**src/rtl/core/nialu_divstep.sv**
```systemverilog
// One restoring divide step on magnitudes: shifts in one dividend bit.
`timescale 1ns / 1ps
module nialu_divstep (
	input  logic [31:0] rem_in,
	input  logic [31:0] quo_in,
	input  logic [31:0] divisor,
	output logic [31:0] rem_out,
	output logic [31:0] quo_out
);
	logic [32:0] trial;

	always_comb begin
		trial = {rem_in, quo_in[31]};
		if (trial >= {1'b0, divisor}) begin
			trial = trial - {1'b0, divisor};
			quo_out = {quo_in[30:0], 1'b1};
		end else begin
			quo_out = {quo_in[30:0], 1'b0};
		end
		rem_out = trial[31:0];
	end
endmodule

```
**config.mk**
```make
export PLATFORM = sky130hd
export DESIGN_NAME = nialu_divstep
export DESIGN_NICKNAME = d
export VERILOG_FILES = /design/src/rtl/core/nialu_divstep.sv
export SDC_FILE = /design/constraint.sdc
export NUM_CORES = 1
export LEC_CHECK = 0
export BUFFER_PORTS_ARGS = -buffer_cell sky130_fd_sc_hd__buf_2
export CORE_UTILIZATION = 40
export DETAILED_ROUTE_END_ITERATION = 7
export GPL_TIMING_DRIVEN = 0
export PLACE_DENSITY_LB_ADDON = 0.05
export SLEW_MARGIN = 20
export SYNTH_ARGS = -nofsm -noshare
export SYNTH_HDL_FRONTEND = slang
export SYNTH_SLANG_ARGS = --single-unit
```
**constraint.sdc**
```tcl
create_clock -name vclk -period 3.52
set_input_delay 0.352 -clock vclk [all_inputs]
set_output_delay 0.352 -clock vclk [all_outputs]
set_load 0.01 [all_outputs]
```
==> reports/qor.csv <==
metric,value,unit
p_leak,1.83,nW
wirelength,6230,microns
antenna_cells,0,
period_share,95.9,%
multiInputGateArea,2140,sq um
nFillCells,622,
crit_path_max_incr_delay,390,ps
synth_area,2560,sq um
worst_pin_slew,524,ps
n_clock_buffer,0,
timing.final.ws_setup,144,ps
worstPathCellList,buf_2 -> ha_1 -> nand4_1 -> a211oi_1 -> or3_4 -> nor4b_4 -> o21ai_2 -> a31oi_4 -> o21a_4 -> inv_2 -> buf_6 -> buf_12 -> mux2_4 -> buf_2,
yosys-top-cells-count,"40 x inv_1, 32 x ha_1, 31 x buf_4",
crit_fanout,10,
drv_cap,0,
grt_pass1_vias,2417,
wire_per_inst,11.1,microns
cp.required,3170,ps
ioPinCount,160,
hp-start,quo_in[16],
die_w,82.1,microns
via_per_inst,5.01,
synthXorXnorAreaFrac,8.88,%
synth_compound_area_share,23.8,%
synthMuxAreaShare,15.2,%
grt_usage,17.5,%
final_net_count,618,
core_region_area,6060,sq um
outcome,"complete, no violations",
drc_errors,0,
register_area,0,sq um
cpMostUsedCell,buf_2,
dr.pass1.iters,4,
p_seq_share,0,%
gr-total-overflow,0,
grt_max_degree,11,
finalWeightedCongestion,0.821,
cp-end-kind,primary output,
ant_nets,0,
place_area,3300,sq um
synthCells,354,
peakVddDrop,0.0983,mV
whs_endpoint,quo_out[17],
synth-seq-area-share,0,%
die_h,82.1,microns
grt_pass1_wl,9830,microns
powerDensity,205,nW/um^2
antenna_found_initial,0,
drv_slew,0,
worstSetupPathType,in -> out,
dp_slack,-257,ps
drive_above_1_share,44.8,%
drt-initial-drc-count,98,
syn_area_per_cell,7.24,sq um
portBuffers,129,
dieArea,6730,sq um
hold_buffers,0,
hold_viol,0,
period_needed,3380,ps
hp-class,in -> out,
initial_core_util,42.3,%
synth_fa_ha_area_share,16.4,%
finalSetupViolCount,0,
power_frac_clock,0,%
synth_most_common_cell,inv_1,
synthSimpleGateAreaFrac,17.7,%
fin_util,55.8,%
cp-start-kind,primary input,
yosys.area.top_type_share,15.6,%
synth_top_family_by_area,compound AO/OA/AOI/OAI gates,
synth_warnings,0,
seq_cell_count,0,
clock.fmax,0.296,GHz
synth_area_leaders,"ha_1 16%, buf_4 9.1%, mux2_2 8.8%",
maxSlewHeadroom,64.6,%
rsz0062_at_grt,false,
arrival,3020,ps
yosysTopAreaCell,ha_1,
swShare,48.8,%
design_area,3380,sq um
rows,28,
fin_cells,562,
internal_power,0.000355,W
dp_hpwl,5430,microns
p_switching,0.000338,W
dr_total_vias,2816,
synth_nets,483,
synth.distinct_cells,51,
post-place-cells,558,
syn_to_final_growth,32.0,%
combPwrFrac,100.0,%
hold_depth,2,
cp_slowest_cell,or3_4,
[critical path: cells and delay by family]
family	cells	cell delay (ps)
adder cells (fa/ha/maj)	1	380
AO/OA/AOI/OAI	4	520
buffers and inverters	5	570
AND/OR/NAND/NOR	3	900
multiplexers	1	300
[cell type report]
class / instances / share of cell area (%)
well taps: 75 / 2.77
repair buffers: 135 / 20.4
plain buffers: 42 / 8.91
inverters: 41 / 4.55
multi-input cells: 269 / 63.4
[per-layer routing]
| layer | up-vias | part of all wire [%] | wire length, microns | track usage (%) |
|---|---|---|---|---|
| met1 | 1220 | 46 | 2860 | 23.1 |
| met2 | 102 | 47 | 2940 | 32.1 |
| li1 | 1490 | - | - | - |
| met3 | 4 | 6.0 | 375 | 0.444 |
| met4 | 0 | 0.74 | 46 | 2.28 |
| met5 | - | 0 | 0 | 0 |
[power by group through the flow]
stage | clock (W) | sequential, W | combinational [W]
5_1_grt | 0 | 0 | 0.000773
4_1_cts | 0 | 0 | 0.000691
2_1_floorplan | 0 | 0 | 0.000485
6_report | 0 | 0 | 0.000693
3_5_place_dp | 0 | 0 | 0.000677
3_3_place_gp | 0 | 0 | 0.000673
[kinds of logic (layout without fill, tap and decap cells)]
logic type	Yosys count	in the layout
compound gates	89	89
xor+xnor	26	26
fa+ha+maj	33	33
buf+inv	85	218
mux	32	32
simple gates	89	89
[cell usage in the layout, fill, tap and decap left out, types with 7 or more instances in the layout]
cell type / instances
xor2_1: 8
nand2_1: 24
a21oi_1: 24
a21o_1: 9
ha_1: 29
nor2_1: 23
buf_2: 129
nand3_1: 7
xnor2_1: 18
inv_1: 40
mux2_4: 9
nand4_1: 9
buf_4: 38
o21ai_0: 12
clkbuf_1: 8
mux2_2: 20
[through the flow]
stage | hold WS, ps | setup TNS [ps] | power [W]
finish | 886 | 0 | 0.000693
global route | 890 | 0 | 0.000773
global placement | 888 | -3660 | 0.000673
detailed placement | 887 | -5020 | 0.000677
floorplan | 796 | 0 | 0.000485
CTS | 887 | 0 | 0.000691
[worst max-delay path by stage]
stage	start	to	slack, ps
floorplan	divisor[7]	rem_out[21]	410
global placement	rem_in[9]	rem_out[12]	-200
detailed placement	rem_in[9]	rem_out[12]	-260
CTS	rem_in[10]	rem_out[23]	20
global route	quo_in[31]	rem_out[30]	3
finish	rem_in[9]	rem_out[23]	140
[what timing repair did]
| action | 4_1_cts | 5_1_grt |
|---|---|---|
| gates resized for setup | 4 | 6 |
| pin swaps | 5 | 5 |
| endpoints found under the setup margin | 29 | 11 |
| setup buffers | 4 | 2 |
Power figures use the tool's default switching activity.
